**src/design/sdcs_pkg.sv**
```systemverilog
// Shared types and constants for the SD card clock divider select block.
// No dependencies; used by sdcs_serial_div and sd_clock_divider_select_top.
package sdcs_pkg;

  localparam int SRC_W = 28;
  localparam int REQ_W = 32;
  localparam int ACH_W = 27;
  localparam int DIV_OUT_W = 8;
  localparam int QW = SRC_W - 2;
  localparam int DIV_W = REQ_W;
  localparam logic [SRC_W-1:0] SRC_RESET = 28'd104000000;

  typedef struct packed {
    logic busy;
    logic done;
  } sdcs_div_stat_t;

  typedef enum logic [3:0] {
    ST_CAL_START,
    ST_CAL_WAIT,
    ST_IDLE,
    ST_CLASSIFY,
    ST_GUESS_WAIT,
    ST_RATE,
    ST_RATE_WAIT,
    ST_CHECK,
    ST_EMIT
  } sdcs_state_t;

endpackage

```
**src/design/sdcs_serial_div.sv**
```systemverilog
// Bit-serial restoring divider: one quotient bit per cycle.
// Depends on sdcs_pkg for widths and the status struct.
module sdcs_serial_div (
  input  logic                          clk,
  input  logic                          rst,
  input  logic                          start,
  input  logic [sdcs_pkg::QW-1:0]       dividend,
  input  logic [sdcs_pkg::DIV_W-1:0]    divisor,
  output logic [sdcs_pkg::QW-1:0]       quotient,
  output sdcs_pkg::sdcs_div_stat_t      stat
);

  localparam int QW = sdcs_pkg::QW;
  localparam int DIV_W = sdcs_pkg::DIV_W;
  localparam int CNT_W = $clog2(QW + 1);

  logic             busy;
  logic             done;
  logic [CNT_W-1:0] cnt;
  logic [QW-1:0]    rem;
  logic [QW-1:0]    dvd;
  logic [DIV_W-1:0] dsr;
  logic [DIV_W-1:0] shifted;
  logic [DIV_W:0]   trial;
  logic             ge;

  assign shifted = {{(DIV_W-QW-1){1'b0}}, rem, dvd[QW-1]};
  assign trial = {1'b0, shifted} - {1'b0, dsr};
  assign ge = !trial[DIV_W];

  always_ff @(posedge clk) begin
    if (rst) begin
      busy <= 1'b0;
      done <= 1'b0;
      cnt <= '0;
    end else begin
      done <= 1'b0;
      if (start) begin
        busy <= 1'b1;
        cnt <= CNT_W'(QW);
      end else if (busy) begin
        cnt <= cnt - 1'b1;
        if (cnt == CNT_W'(1)) begin
          busy <= 1'b0;
          done <= 1'b1;
        end
      end
    end
  end

  always_ff @(posedge clk) begin
    if (start) begin
      dvd <= dividend;
      dsr <= divisor;
      rem <= '0;
    end else if (busy) begin
      dvd <= {dvd[QW-2:0], ge};
      rem <= ge ? trial[QW-1:0] : shifted[QW-1:0];
    end
  end

  assign quotient = dvd;
  assign stat.busy = busy;
  assign stat.done = done;

  a_done_after_busy: assert property (@(posedge clk) disable iff (rst)
    done |-> $past(busy)) else $error("divider done without a running division");
  a_done_not_busy: assert property (@(posedge clk) disable iff (rst)
    done |-> !busy) else $error("divider done while still busy");
  a_cnt_live: assert property (@(posedge clk) disable iff (rst)
    busy |-> cnt != '0) else $error("divider busy with empty step count");

endmodule

```
**src/design/sd_clock_divider_select_top.sv**
```systemverilog
// Top level of the SD card clock divider select block: sequencer and output register.
// Depends on sdcs_pkg and sdcs_serial_div.
//
// Takes one requested card-clock rate per beat and returns the divider and the rate it gives.
// Every division runs through one bit-serial divider at one quotient bit per cycle: 26 steps.
// A request with no step-up runs two divides between its beat and the result load: one for
// the first guess and one for the achieved rate. The guess leaves at most one step-up, which
// adds one more rate divide. Requests out of range, zero or above a quarter of the source skip
// the guess divide, and divider 0 skips the rate divide. The block returns to idle in the cycle
// after the load. After reset and after each write of the source rate the block works out the
// slowest rate and takes no beat meanwhile. A finished result waits in the output register
// while the next request is taken.
module sd_clock_divider_select_top #(
  parameter int DIVIDER_MAX = 255
) (
  input  logic                              clk,
  input  logic                              rst,
  input  logic                              cfg_write,
  input  logic [sdcs_pkg::SRC_W-1:0]        cfg_data,
  input  logic                              in_valid,
  output logic                              in_stall,
  input  logic [sdcs_pkg::REQ_W-1:0]        requested_hz,
  output logic                              out_valid,
  input  logic                              out_stall,
  output logic [sdcs_pkg::DIV_OUT_W-1:0]    divider,
  output logic [sdcs_pkg::ACH_W-1:0]        achieved_hz,
  output logic                              above_range,
  output logic                              below_range
);

  localparam int SRC_W = sdcs_pkg::SRC_W;
  localparam int REQ_W = sdcs_pkg::REQ_W;
  localparam int ACH_W = sdcs_pkg::ACH_W;
  localparam int QW = sdcs_pkg::QW;
  localparam int DIV_W = sdcs_pkg::DIV_W;
  localparam int OW = sdcs_pkg::DIV_OUT_W;
  localparam int DW = $clog2(DIVIDER_MAX + 1);
  localparam logic [DW-1:0] DMAX_V = DW'(DIVIDER_MAX);

  sdcs_pkg::sdcs_state_t    state;
  sdcs_pkg::sdcs_state_t    state_next;
  sdcs_pkg::sdcs_div_stat_t div_stat;

  logic [SRC_W-1:0] src;
  logic [QW-1:0]    bottom;
  logic [REQ_W-1:0] req;
  logic [DW-1:0]    d;
  logic [ACH_W-1:0] rate;
  logic             above;
  logic             below;

  logic             div_start;
  logic [DIV_W-1:0] div_dsr;
  logic [QW-1:0]    div_q;
  logic [ACH_W-1:0] top;
  logic             cls_above;
  logic             cls_below;
  logic             cls_zero;
  logic             cls_req0;
  logic             step_up;
  logic             out_load;
  logic [DW+OW-1:0] d_ext;

  assign top = src[SRC_W-1:1];
  assign cls_above = req > {{(REQ_W-ACH_W){1'b0}}, top};
  assign cls_below = req < {{(REQ_W-QW){1'b0}}, bottom};
  assign cls_zero = (req == {{(REQ_W-ACH_W){1'b0}}, top})
                    || ({{(REQ_W+2-SRC_W){1'b0}}, src} < {req, 2'b00});
  assign cls_req0 = (req == '0);
  assign step_up = ({{(REQ_W-ACH_W){1'b0}}, rate} > req) && (d < DMAX_V);
  assign out_load = (state == sdcs_pkg::ST_EMIT) && (!out_valid || !out_stall);
  assign d_ext = {{OW{1'b0}}, d};

  sdcs_serial_div u_div (
    .clk      (clk),
    .rst      (rst),
    .start    (div_start),
    .dividend (src[SRC_W-1:2]),
    .divisor  (div_dsr),
    .quotient (div_q),
    .stat     (div_stat)
  );

  always_ff @(posedge clk) begin
    if (rst) begin
      state <= sdcs_pkg::ST_CAL_START;
    end else begin
      state <= state_next;
    end
  end

  always_comb begin
    state_next = state;
    div_start = 1'b0;
    div_dsr = DIV_W'(DIVIDER_MAX);
    in_stall = 1'b1;
    unique case (state)
      sdcs_pkg::ST_CAL_START: begin
        if (!div_stat.busy) begin
          div_start = 1'b1;
          state_next = sdcs_pkg::ST_CAL_WAIT;
        end
      end
      sdcs_pkg::ST_CAL_WAIT: begin
        if (div_stat.done) begin
          state_next = sdcs_pkg::ST_IDLE;
        end
      end
      sdcs_pkg::ST_IDLE: begin
        in_stall = cfg_write;
        if (in_valid && !cfg_write) begin
          state_next = sdcs_pkg::ST_CLASSIFY;
        end
      end
      sdcs_pkg::ST_CLASSIFY: begin
        if (cls_above || cls_below || cls_zero || cls_req0) begin
          state_next = sdcs_pkg::ST_RATE;
        end else begin
          div_dsr = req;
          div_start = 1'b1;
          state_next = sdcs_pkg::ST_GUESS_WAIT;
        end
      end
      sdcs_pkg::ST_GUESS_WAIT: begin
        if (div_stat.done) begin
          state_next = sdcs_pkg::ST_RATE;
        end
      end
      sdcs_pkg::ST_RATE: begin
        if (d == '0) begin
          state_next = sdcs_pkg::ST_CHECK;
        end else begin
          div_dsr = {{(DIV_W-DW){1'b0}}, d};
          div_start = 1'b1;
          state_next = sdcs_pkg::ST_RATE_WAIT;
        end
      end
      sdcs_pkg::ST_RATE_WAIT: begin
        if (div_stat.done) begin
          state_next = sdcs_pkg::ST_CHECK;
        end
      end
      sdcs_pkg::ST_CHECK: begin
        state_next = step_up ? sdcs_pkg::ST_RATE : sdcs_pkg::ST_EMIT;
      end
      sdcs_pkg::ST_EMIT: begin
        if (!out_valid || !out_stall) begin
          state_next = sdcs_pkg::ST_IDLE;
        end
      end
      default: begin
        state_next = sdcs_pkg::ST_CAL_START;
      end
    endcase
    if (cfg_write) begin
      state_next = sdcs_pkg::ST_CAL_START;
    end
  end

  always_ff @(posedge clk) begin
    if (rst) begin
      src <= sdcs_pkg::SRC_RESET;
    end else if (cfg_write) begin
      src <= cfg_data;
    end
  end

  always_ff @(posedge clk) begin
    if (state == sdcs_pkg::ST_CAL_WAIT && div_stat.done) begin
      bottom <= div_q;
    end
    if (state == sdcs_pkg::ST_IDLE && in_valid && !in_stall) begin
      req <= requested_hz;
    end
    if (state == sdcs_pkg::ST_CLASSIFY) begin
      above <= cls_above;
      below <= !cls_above && cls_below;
      if (cls_above) begin
        d <= '0;
      end else if (cls_below) begin
        d <= DMAX_V;
      end else if (cls_zero) begin
        d <= '0;
      end else if (cls_req0) begin
        d <= DMAX_V;
      end
    end
    if (state == sdcs_pkg::ST_GUESS_WAIT && div_stat.done) begin
      d <= (div_q > QW'(DIVIDER_MAX)) ? DMAX_V : div_q[DW-1:0];
    end
    if (state == sdcs_pkg::ST_RATE && d == '0) begin
      rate <= top;
    end
    if (state == sdcs_pkg::ST_RATE_WAIT && div_stat.done) begin
      rate <= {{(ACH_W-QW){1'b0}}, div_q};
    end
    if (state == sdcs_pkg::ST_CHECK && step_up) begin
      d <= d + 1'b1;
    end
  end

  always_ff @(posedge clk) begin
    if (rst) begin
      out_valid <= 1'b0;
    end else if (out_load) begin
      out_valid <= 1'b1;
    end else if (!out_stall) begin
      out_valid <= 1'b0;
    end
  end

  always_ff @(posedge clk) begin
    if (out_load) begin
      divider <= d_ext[OW-1:0];
      achieved_hz <= rate;
      above_range <= above;
      below_range <= below;
    end
  end

  a_flags_exclusive: assert property (@(posedge clk) disable iff (rst)
    out_valid |-> !(above_range && below_range)) else $error("both range flags set");
  a_above_div_zero: assert property (@(posedge clk) disable iff (rst)
    out_valid && above_range |-> divider == '0) else $error("above range with nonzero divider");
  a_accept_classify: assert property (@(posedge clk) disable iff (rst)
    in_valid && !in_stall |=> state == sdcs_pkg::ST_CLASSIFY)
    else $error("accepted beat not classified");
  a_start_idle_div: assert property (@(posedge clk) disable iff (rst)
    div_start |-> !div_stat.busy) else $error("division started while divider busy");

endmodule
```
**config.mk**
```make
export PLATFORM = sky130hd
export DESIGN_NAME = sd_clock_divider_select_top
export DESIGN_NICKNAME = d
export VERILOG_FILES = /design/src/design/sdcs_pkg.sv /design/src/design/sdcs_serial_div.sv /design/src/design/sd_clock_divider_select_top.sv
export SDC_FILE = /design/constraint.sdc
export NUM_CORES = 1
export LEC_CHECK = 0
export ABC_AREA = 1
export BUFFER_PORTS_ARGS = -buffer_cell sky130_fd_sc_hd__buf_2
export CORE_UTILIZATION = 45
export CTS_CLUSTER_DIAMETER = 60
export DETAILED_ROUTE_END_ITERATION = 7
export SYNTH_ARGS = -nofsm -noshare
export SYNTH_HDL_FRONTEND = slang
export SYNTH_SLANG_ARGS = --single-unit
```
**constraint.sdc**
```tcl
create_clock -name clk -period 7 [get_ports clk]
set_input_delay 0.35 -clock clk [delete_from_list [all_inputs] [get_ports clk]]
set_output_delay 0.35 -clock clk [all_outputs]
set_load 0.01 [all_outputs]
```
* Word level (Yosys, flattened, before mapping)
Cells that the tools add are included.
** Storage, ports and cells
- Output and inout port bits :: 39
- Flip-flop bits (word level) :: 256
- Word-level logic and storage cells :: 121
- Input bits :: 65
** Operators by class
- Reductions and logical operators :: 34
- Mux-type cells :: 39
- $lt $le $gt $ge :: 6
- Bitwise logic cells :: 1
- Add/sub/neg operators :: 3
- Eq/ne operators :: 17
** Operators with widths (number)
- $mux W26 :: 5
- $mux W8 :: 9
- $pmux W32 S2 :: 1
- $pmux W4 S9 :: 1
- $lt A28 B34 Y1 :: 1
- $sub A27 B32 Y33 :: 1
- $eq A32 B27 Y1 :: 1
- $gt A27 B32 Y1 :: 1
- $gt A32 B27 Y1 :: 1
- $logic_not A32 Y1 :: 1
- $lt A32 B26 Y1 :: 1
- $mux W32 :: 1
- $mux W4 :: 7
- $gt A26 B8 Y1 const B :: 1
- $eq A4 B3 Y1 const B :: 4
- $mux W1 :: 12
- $logic_and A1 B1 Y1 :: 11
- $mux W5 :: 2
- $ne A2 B1 Y1 const B :: 5
- $add A8 B1 Y8 const B :: 1
- $eq A4 B2 Y1 const B :: 2
- $logic_not A8 Y1 :: 1
- $lt A8 B8 Y1 const B :: 1
- $logic_not A1 Y1 :: 6
- other kinds (16) :: 23

* Depth between registers and ports, before layout
Gate-level depths: netlist of the first run.
- Depth in word-level cells :: 8
- Mapped depth :: 21
- Mapped depth without buffers :: 21

* Modules after synthesis
A second synthesis of the first run with hierarchy kept.
** Unflattened totals
- Cell total of the unflattened synthesis :: 1707
- Area total of the unflattened synthesis :: 14614.0 µm²
** Modules (own cells, without submodules)
- sd_clock_divider_select_top :: times used 1, sequential area each 4594.4 µm², cells an instance 901, area each 8888.5 µm²
- sdcs_serial_div :: times used 1, sequential area each 2402.3 µm², cells an instance 806, area each 5725.5 µm²

* Worst setup path before layout of the first run
Ideal clock, no wire load.
- Path kind :: flip-flop to flip-flop
- From :: reg d[0]
- To :: reg rate[0], enable pin
- Stages on the path, launching flop included :: 7
- Period minus slack after synthesis :: 3310 ps
- Library setup time :: 445 ps
- Buffers on the path :: 0
- Arrival time :: 2865 ps
- Required time :: 6555 ps
- Path slack :: 3690 ps
- Cells stage by stage :: edfxtp_1 > inv_1 > ha_1 > nand2_1 > nor4_1 > inv_1 > o21ai_0
** Between the ends
- Cells in the longest elaborated chain, start to end :: 3
** RTL lines
- start, declared :: RTL line sd_clock_divider_select_top.sv:47 : logic [DW-1:0] d;
- start signal, assigned :: RTL line sd_clock_divider_select_top.sv:189 : d <= (div_q > QW'(DIVIDER_MAX)) ? DMAX_V : div_q[DW-1:0];
- start signal, assigned :: RTL line sd_clock_divider_select_top.sv:198 : d <= d + 1'b1;
- $logic_not A8 Y1 :: RTL line sd_clock_divider_select_top.sv:191 : if (state == sdcs_pkg::ST_RATE && d == '0) begin
- $logic_and A1 B1 Y1 :: RTL line sd_clock_divider_select_top.sv:191
- $reduce_bool A2 Y1 (no source line)
- end signal, assigned :: RTL line sd_clock_divider_select_top.sv:192 : rate <= top;
- end signal, assigned :: RTL line sd_clock_divider_select_top.sv:195 : rate <= {{(ACH_W-QW){1'b0}}, div_q};
- end, declared :: RTL line sd_clock_divider_select_top.sv:48 : logic [ACH_W-1:0] rate;
No other way between the ends.
A chain may end at the register's enable or synchronous reset.

* Final worst setup path of the first run
- From :: reg src[20]
- To :: reg u_div.dvd[24], in the netlist u_div.quotient[24], enable pin
** Between the ends
- Cells in the longest elaborated chain, start to end :: 7
- Elaborated cells on any way between the ends :: 10
- Those cells by class :: order compare: 2; eq/ne: 1; mux: 2; reduce/logical: 5
** RTL lines
- start, declared :: RTL line sd_clock_divider_select_top.sv:44 : logic [SRC_W-1:0] src;
- start signal, assigned :: RTL line sd_clock_divider_select_top.sv:162 : src <= sdcs_pkg::SRC_RESET;
- start signal, assigned :: RTL line sd_clock_divider_select_top.sv:164 : src <= cfg_data;
- $lt A28 B34 Y1 (tied with other cells) :: RTL line sd_clock_divider_select_top.sv:68 : || ({{(REQ_W+2-SRC_W){1'b0}}, src} < {req, 2'b00});
- $logic_or A1 B1 Y1 (on tied branches) :: RTL line sd_clock_divider_select_top.sv:68, sd_clock_divider_select_top.sv:116
- $logic_or A1 B1 Y1 * (2 in series) :: RTL line sd_clock_divider_select_top.sv:116 : if (cls_above || cls_below || cls_zero || cls_req0) begin
- $mux W1 * :: RTL line sd_clock_divider_select_top.sv:116
- $pmux W1 S3 * :: RTL line sd_clock_divider_select_top.sv:97 : unique case (state)
- $reduce_bool A2 Y1 (no source line) *
- end signal, assigned :: RTL line sdcs_serial_div.sv:53 : dvd <= dividend;
- end signal, assigned :: RTL line sdcs_serial_div.sv:57 : dvd <= {dvd[QW-2:0], ge};
- end, declared :: RTL line sdcs_serial_div.sv:21 : logic [QW-1:0] dvd;
Every way passes the cells marked *; elsewhere a longest branch is shown, timed or not.

==> results_dict.tcl, run 1 <==
set metrics [dict create \
    status "finished clean" \
    fin_util_pct 52.8 \
    place_congestion 0.915 \
    synthTopCellsByArea "edfxtp_1 41%, ha_1 12%, dfxtp_1 9.5%" \
    powerDensity_mw_per_mm2 280 \
    coreArea_mm2 0.0306 \
    wl_met3_um 2290 \
    synth_edf_count 189 \
    async_reset_ff_share_pct 0 \
    drc 0 \
    gr-total-overflow 0 \
    ys_seq_elements 255 \
    multi_input_area_mm2 0.00597 \
    place_hpwl_um 26200 \
    critPathMaxFanout 113 \
    cts_resized 0 \
    post-route-period-util_pct 56.2 \
    max_freq_ghz 0.254 \
    clkLatencyLatePin_ps 560 \
    die_area_mm2 0.0318 \
    synthFlopType "edfxtp_1" \
    finalHoldViolations 0 \
    crit_chain "inv_1 > ha_1 > a21oi_1 > o21ai_0 > nand2_1 > nand2_1 > a21oi_1 > nand2_1 > nand2_2 > nand3_1 > nor2_2 > nand2_4 > nand2_8 > inv_2 > nand2_1 > buf_4" \
    power.net_switching_mw 1.43 \
    path_buf_inv 3 \
    report.final.slew_viol_count 0 \
    vias 11103 \
    pwr-share-clk_pct 33.1 \
    cp_common_cell "nand2_1" \
    die_w_um 178 \
    tightest_slew_ps 1120 \
    synth_warnings 0 \
    cp.required_ps 7190 \
    rsz0062_at_grt "false" \
    layout_common_cells "252 x nand2_1, 218 x inv_1, 189 x edfxtp_1" \
    io_buffer_count 102 \
    cts_sinks 255 \
    sw_frac_of_total_pct 31.6 \
    netlist_instances 1515 \
    fin_area_mm2 0.0162 \
    cts.path.max_buffers 3 \
    met1_length_um 16600 \
    period_minus_slack_ps 3930 \
    wl_um 36500 \
    grt_use_total_pct 23.3 \
    drtPass1Iterations 7 \
    cts_tree "done" \
    area_delta_synth_final_pct 15.7 \
    register_area_mm2 0.00700 \
    grt_pass1_wl_um 56800 \
    htreeDepth 1 \
    grt_pass1_vias 10636 \
    start_kind "flop" \
    peakVddDrop_mv 0.191 \
    layout_commonest_cell "nand2_1" \
    setup_viol 0 \
    seqPwrFrac_pct 45.8 \
    syn_area_mm2 0.0140 \
    netlist.area_leader.share_pct 40.6 \
    clk_pin_slew_ps 60 \
    postRouteAntennaNets 0 \
    viasPerCell 5.35 \
    power.internal_mw 3.10 \
    comb_power_share_pct 21.1 \
    ioPinCount 104 \
    hold_buffers 36 \
    diodes 0 \
    timing.hold.ws_ps 23.8 \
    highest_layer "met4" \
    die_h_um 178 \
    start_util_pct 45.7 \
    cts_made_buffers 29 \
    drv_cap 0 \
    place_area_mm2 0.0149 \
    r2r_slack_ps 3070 \
    cpPeakStageDelay_ps 670 \
    finalPower_mw 4.53 \
    grt_max_degree 114 \
    p_leak_nw 7.09 \
    drt_iter0_drc 909 \
    synth-seq-area-share_pct 50.1 \
    critPathTopFamily "simple AND/OR/NAND/NOR gates" \
    fillerInstances 2874 \
    finClkSkew_ps 31.6 \
    tns_ps 0 \
    slew_headroom_pct 25.5 \
    min_path_type "in2reg" \
    route.met2.wl_um 16800 \
    finalNetCount 1861 \
    wire_per_inst_um 17.6 \
    rows 64 \
    drive_gt1_share_pct 11.3 \
    yosys.area.top_type "edfxtp_1" \
    critPathSlowestCell "nand2_8" \
    synth.distinct_cells 49 \
    end_kind "flop" \
    syn_area_per_cell_um2 9.22 \
    path_class "reg2reg" \
    cp.arrival_ps 4120 \
    post_cts_buffers 0 \
    antenna_found_initial 0 \
    root_buffer "clkbuf_16" \
]
-- path summary, 6_finish.rpt --
path,from,endpoint,depth (start not counted)
min,cfg_data[25],src[25]$_SDFFE_PP1P_,3
min reg2reg,above$_DFFE_PP_,above_range$_DFFE_PP_,0
max,src[20]$_SDFFE_PP1P_,u_div.quotient[24]$_DFFE_PP_,16
max reg2reg,src[20]$_SDFFE_PP1P_,u_div.quotient[24]$_DFFE_PP_,16
-- tightest hold or removal path, stage by stage --
cell,delay [ps]
buf_2,90
a21oi_1,60
o21ai_0,60
-- routing by layer --
layer  up-vias  track usage (%)
met2       345             38.4
met4         0             6.00
met1      5200             32.4
met3        53             2.92
li1       5505                -
met5         -                0
-- cell usage after synthesis (6+ instances only) --
master	instances
clkbuf_1	19
nor4_1	8
edfxtp_1	189
nand2_1	252
nand4_1	30
buf_6	6
inv_1	218
a31oi_1	11
o21ai_0	106
xor2_1	12
nor3_1	22
a21oi_1	160
nand3_1	54
nor2_1	99
o2111ai_1	8
or2_1	9
ha_1	135
xnor2_1	8
o21ai_1	32
or2_2	7
dfxtp_1	66
buf_4	6
-- registers in the layout (all words and copies together) (netlist names), 4 cells and up --
signal / cells
divider: 8
rate: 27
d: 8
achieved_hz: 27
u_div.rem: 26
u_div.cnt: 5
req: 32
state: 4
u_div.quotient: 26
u_div.dsr: 32
bottom: 26
src: 27
-- logic make-up after synthesis --
group                    count (synthesis)  share of synthesized area, %
adder cells (fa/ha/maj)                136                          12.2
flip-flops                             255                          50.1
AND/OR/NAND/NOR                        498                          15.6
buffers and inverters                  260                          7.50
XOR/XNOR                                20                          1.25
other                                    1                        0.0268
AO/OA/AOI/OAI                          345                          13.3
-- through the flow --
step	cells	setup WS, ps
finish	2077	3070
global route	2077	2810
CTS	2077	3040
detailed placement	1989	3080
global placement	1989	3120
floorplan	1520	3690
-- power by group through the flow --
stage	logic, mW	clock network, mW	registers, mW
2_1_floorplan	0.706	0	2.04
3_3_place_gp	0.925	0	2.10
3_5_place_dp	0.937	0	2.10
4_1_cts	0.959	1.53	2.07
5_1_grt	1.08	1.59	2.10
6_report	0.957	1.50	2.07
-- cell type report --
class / instances / area share (%)
Clock buffer: 42 / 5.10
Clock inverter: 10 / 0.720
Inverter: 225 / 5.22
Multi-Input combinational cell: 1005 / 36.9
Sequential cell: 255 / 43.3
Tap cell: 396 / 3.07
Timing Repair Buffer: 144 / 5.67
Note: power is estimated with default switching activity, not from simulation.
==> run 2: changes to the inputs <==
==> constraint.sdc (replaced) <==
create_clock -name clk -period 4 [get_ports clk]
set_input_delay 0.2 -clock clk [delete_from_list [all_inputs] [get_ports clk]]
set_output_delay 0.2 -clock clk [all_outputs]
set_load 0.01 [all_outputs]
==> run 2 against run 1 <==
The flow now finishes with violations (design-rule violations). Die area unchanged. Fmax increased by 21%. Global-route usage increased by 0.10 points. Sequential power increased by 74%. Cell area increased by 2.7%. Sequential cell count unchanged. Setup slack got worse by 2300 ps. Combinational power increased by 82%. Clock skew about the same. Via count increased by 0.32%. Critical path depth unchanged. First-iteration DRC count decreased by 2.6%. Largest power group unchanged.
==> results_dict.tcl, run 2 (synthesis gave the netlist of run 1 again) <==
set metrics [dict create \
    status "finished, violations left" \
    violations "design-rule violations" \
    antenna_found_initial 0 \
    r2r_slack_ps 740 \
    wl_um 36800 \
    die_w_um 178 \
    critPathSlowestCell "dfxtp_1" \
    grt_max_degree 54 \
    htreeDepth 1 \
    root_buffer "clkbuf_16" \
    grt_use_met1_pct 31.8 \
    drv_cap 0 \
    place_congestion 0.895 \
    finalHoldViolations 0 \
    drtPass1Iterations 8 \
    vias 11138 \
    area_delta_synth_final_pct 18.9 \
    cp.arrival_ps 3520 \
    rsz0062_at_grt "false" \
    timing.final.ws_setup_ps 738 \
    top_regs "req x32, u_div.dsr x32" \
    layout_commonest_cell "nand2_1" \
    p_leak_nw 7.29 \
    top_usage_layer "met2" \
    ioPinCount 104 \
    post_cts_buffers 0 \
    cts.path.max_buffers 3 \
    die_area_mm2 0.0318 \
    io_buffer_count 102 \
    path_buf_inv 3 \
    pre_cts_ws_ps 701 \
    cpPeakStageDelay_ps 410 \
    timing.hold.ws_ps 82.7 \
    report.final.slew_viol_count 0 \
    diodes 0 \
    coreArea_mm2 0.0306 \
    crit_chain "inv_1 > ha_1 > a21oi_1 > o21ai_0 > nand2_1 > nand2_1 > a21oi_1 > nand2_1 > nand2_2 > nand3_1 > nor2_2 > nand2_4 > nand2_8 > inv_2 > nand2_1 > buf_4" \
    hold_buffers 59 \
    postRouteAntennaNets 0 \
    powerDensity_mw_per_mm2 498 \
    grtUsageMet3_pct 2.90 \
    grt_use_total_pct 23.4 \
    finalNetCount 1895 \
    peakVddDrop_mv 0.401 \
    layout_common_cells "252 x nand2_1, 218 x inv_1, 189 x edfxtp_1" \
    drt_iter0_drc 885 \
    clk_pin_slew_ps 60 \
    rows 64 \
    grt_pass1_wl_um 57100 \
    cts_resized 0 \
    fillerInstances 2780 \
    cts_made_buffers 31 \
    gr-total-overflow 0 \
    tns_ps 0 \
    start_util_pct 45.7 \
    cts_sinks 255 \
    grt_pass1_vias 10757 \
    min_path_type "in2reg" \
    viasPerCell 5.27 \
    drc 1 \
    period_minus_slack_ps 3260 \
    met2_usage_pct 39.2 \
    wire_per_inst_um 17.4 \
    drive_gt1_share_pct 12.2 \
    finClkSkew_ps 31.9 \
    max_freq_ghz 0.307 \
    start_kind "flop" \
    setup_viol 0 \
    cp_common_cell "nand2_1" \
    post-route-period-util_pct 81.6 \
    path_class "reg2reg" \
    cts_tree "done" \
    slew_headroom_pct 29.9 \
    critPathTopFamily "simple AND/OR/NAND/NOR gates" \
    critPathMaxFanout 38 \
    clkLatencyLatePin_ps 590 \
    tightest_slew_ps 1050 \
    place_hpwl_um 26900 \
    die_h_um 178 \
    cp.required_ps 4260 \
    end_kind "flop" \
]
## run 2: stage by stage
step	util (%)	cell area (um2)	power [mW]	cells
after floorplan	-	14000	4.80	1520
after global placement	48.9	14900	5.31	1998
after detailed placement	48.9	14900	5.34	1998
after CTS	54.3	16600	8.32	2115
after global routing	54.3	16600	8.67	2115
final	54.3	16600	8.27	2115
## run 2: path summary, 6_finish.rpt
kind                        start                      endpoint  cells after the start
max          src[18]$_SDFFE_PP0P_  u_div.quotient[15]$_DFFE_PP_                     16
max reg2reg  src[18]$_SDFFE_PP0P_  u_div.quotient[15]$_DFFE_PP_                     16
min                     cfg_write           src[9]$_SDFFE_PP1P_                      2
min reg2reg       below$_DFFE_PP_         below_range$_DFFE_PP_                      0
## run 2: area by class of cell
type	count	area (um2)	share of cell area, %
flip-flops and latches	255	7000	42.1
multi-input cells	1005	5970	36.0
repair buffers	176	1230	7.38
inverters	225	845	5.09
clock buffers	35	801	4.82
well taps	396	495	2.98
clock inverters	23	273	1.64
## run 2: metal layers
layer,part of all wire [%],wire length (um)
met1,45,16600
met5,0,0
met3,5.6,2050
met4,2.7,979
met2,47,17200
## run 2: power by group
group	internal [mW]	total [mW]	switching, mW	leakage [nW]
registers	3.37	3.61	0.243	2.28
logic	0.535	1.74	1.20	4.49
clock network	1.72	2.92	1.20	0.521
total	5.62	8.27	2.64	7.29
==> run 3: changes to the inputs <==
==> constraint.sdc (replaced) <==
create_clock -name clk -period 2.8 [get_ports clk]
set_input_delay 0.14 -clock clk [delete_from_list [all_inputs] [get_ports clk]]
set_output_delay 0.14 -clock clk [all_outputs]
set_load 0.01 [all_outputs]
==> run 3 against run 2 <==
Sequential power rose by 42%. Setup slack got worse by 670 ps. Critical endpoint is now u_div.quotient[25]$_DFFE_PP_. Final cell count rose by 2.0%. Routed wire length rose by 1.0%. The flow now finishes without violations. Register-to-register slack got worse by 670 ps. Largest power group unchanged. Utilization rose by 1.5 points. Critical path type unchanged. Global-route usage rose by 0.15 points. Die area did not move. Non-clock buffer count rose by 44. Via count rose by 0.97%. Critical path depth fell by 4. First-iteration DRC count fell by 11%.
==> results_dict.tcl, run 3 (synthesis gave the netlist of run 1 again) <==
set metrics [dict create \
    status "finished clean" \
    drt_iter0_drc 788 \
    io_buffer_count 102 \
    peakVddDrop_mv 0.656 \
    tightest_slew_ps 698 \
    rows 64 \
    gr-total-overflow 0 \
    post-route-period-util_pct 97.6 \
    start_kind "flop" \
    grt_pass1_wl_um 57500 \
    cp.arrival_ps 3030 \
    grt_use_total_pct 23.6 \
    drtPass1Iterations 5 \
    drive_gt1_share_pct 14.4 \
    vias 11246 \
    rr_startpoint "req[23]$_DFFE_PP_" \
    htreeDepth 1 \
    place_hpwl_um 26900 \
    p_leak_nw 7.54 \
    coreArea_mm2 0.0306 \
    dp_cells 2028 \
    place_congestion 0.952 \
    fin_area_mm2 0.0171 \
    finalHoldViolations 0 \
    path_class "reg2reg" \
    clkLatencyLatePin_ps 590 \
    postRouteAntennaNets 0 \
    finalPower_mw 11.9 \
    powerDensity_mw_per_mm2 698 \
    crit_start "req[23]$_DFFE_PP_" \
    antenna_found_initial 0 \
    start_util_pct 45.7 \
    cts_sinks 255 \
    place_area_mm2 0.0152 \
    finClkSkew_ps 44.6 \
    cts_made_buffers 30 \
    die_h_um 178 \
    area_delta_synth_final_pct 22.1 \
    cts.path.max_buffers 3 \
    hp-start "in_valid" \
    die_area_mm2 0.0318 \
    top_regs "req x32, u_div.dsr x32" \
    end_kind "flop" \
    grt_max_degree 61 \
    min_path_type "in2reg" \
    diodes 0 \
    max_freq_ghz 0.366 \
    root_buffer "clkbuf_16" \
    timing.hold.ws_ps 16.6 \
    die_w_um 178 \
    finalNetCount 1938 \
    layout_commonest_cell "nand2_1" \
    ioPinCount 104 \
    report.final.slew_viol_count 0 \
    period_minus_slack_ps 2730 \
    setup_viol 0 \
    viasPerCell 5.21 \
    critPathMaxFanout 60 \
    rsz0062_at_grt "true" \
    grt_pass1_vias 10932 \
    wire_per_inst_um 17.2 \
    final_cell_count_no_fill 2157 \
    layout_common_cells "251 x nand2_1, 211 x inv_1, 189 x edfxtp_1" \
    drc 0 \
    cts_tree "done" \
    drv_cap 0 \
    slew_headroom_pct 53.4 \
    wl_um 37100 \
    cp.required_ps 3100 \
    clk_pin_slew_ps 60 \
]
==> run 3: cell types whose count changed in the layout (fill, tap and decap cells not counted), sizes merged <==
cell / change
buf: +34
dlygate4sd3: +9
inv: -3
clkbuf: +2
clkinv: +1
clkinvlp: -1
==> run 3: stage by stage <==
stage          util [%]  TNS (ps)  setup WS [ps]
3_5_place_dp       49.8         0           57.2
5_1_grt            55.8     -35.7          -31.6
2_1_floorplan         -         0           5.07
4_1_cts            55.4         0           12.6
3_3_place_gp       49.8         0            127
6_report           55.8         0           68.2
==> run 3: path summary, 6_finish.rpt <==
| path | to | slack [ps] | cells after the start |
|---|---|---|---|
| max reg2reg | u_div.quotient[25]$_DFFE_PP_ | 70 | 12 |
| min reg2reg | above_range$_DFFE_PP_ | 440 | 0 |
| max | u_div.quotient[25]$_DFFE_PP_ | 70 | 12 |
| min | req[4]$_DFFE_PP_ | 20 | 3 |
==> run 3: cell type report <==
| type | count | area (um2) |
|---|---|---|
| fillers | 2778 | 13500 |
| flip-flops and latches | 255 | 7000 |
| multi-input cells | 1005 | 6010 |
| repair buffers | 220 | 1680 |
| inverters | 225 | 845 |
| clock buffers | 36 | 803 |
| well taps | 396 | 495 |
| clock inverters | 20 | 234 |
==> run 3: critical path, stage by stage, from the launching register on <==
cell and delay [ps]:
edfxtp_1 410, buf_4 170, ha_1 320, nand4_1 200
nor4_4 370, nand2_1 90, nand2_1 90, nand3_1 90
nor2_2 130, nand2_4 90, nand2_8 120, buf_16 250
o21ai_1 100
==> run 3: timing repair <==
action | CTS | global route
buffers inserted | 0 | 4
endpoints found under the hold margin | 60 | 0
setup endpoints to repair | 0 | 142
hold buffers | 68 | 0
gates resized for setup | 0 | 19
==> run 3: report_power, final <==
group | internal [mW] | total [mW] | leakage, nW | switching (mW)
clock network | 2.42 | 4.04 | 0.508 | 1.61
logic | 0.944 | 2.74 | 4.76 | 1.80
registers | 4.81 | 5.14 | 2.28 | 0.335
==> run 3: metal layers <==
metal | wire, um | global-route usage (%) | part of all wire [%]
met5 | 0 | 0 | 0
met3 | 1560 | 3.03 | 4.2
met1 | 17200 | 32.0 | 46
met4 | 963 | 7.34 | 2.6
met2 | 17500 | 39.1 | 47
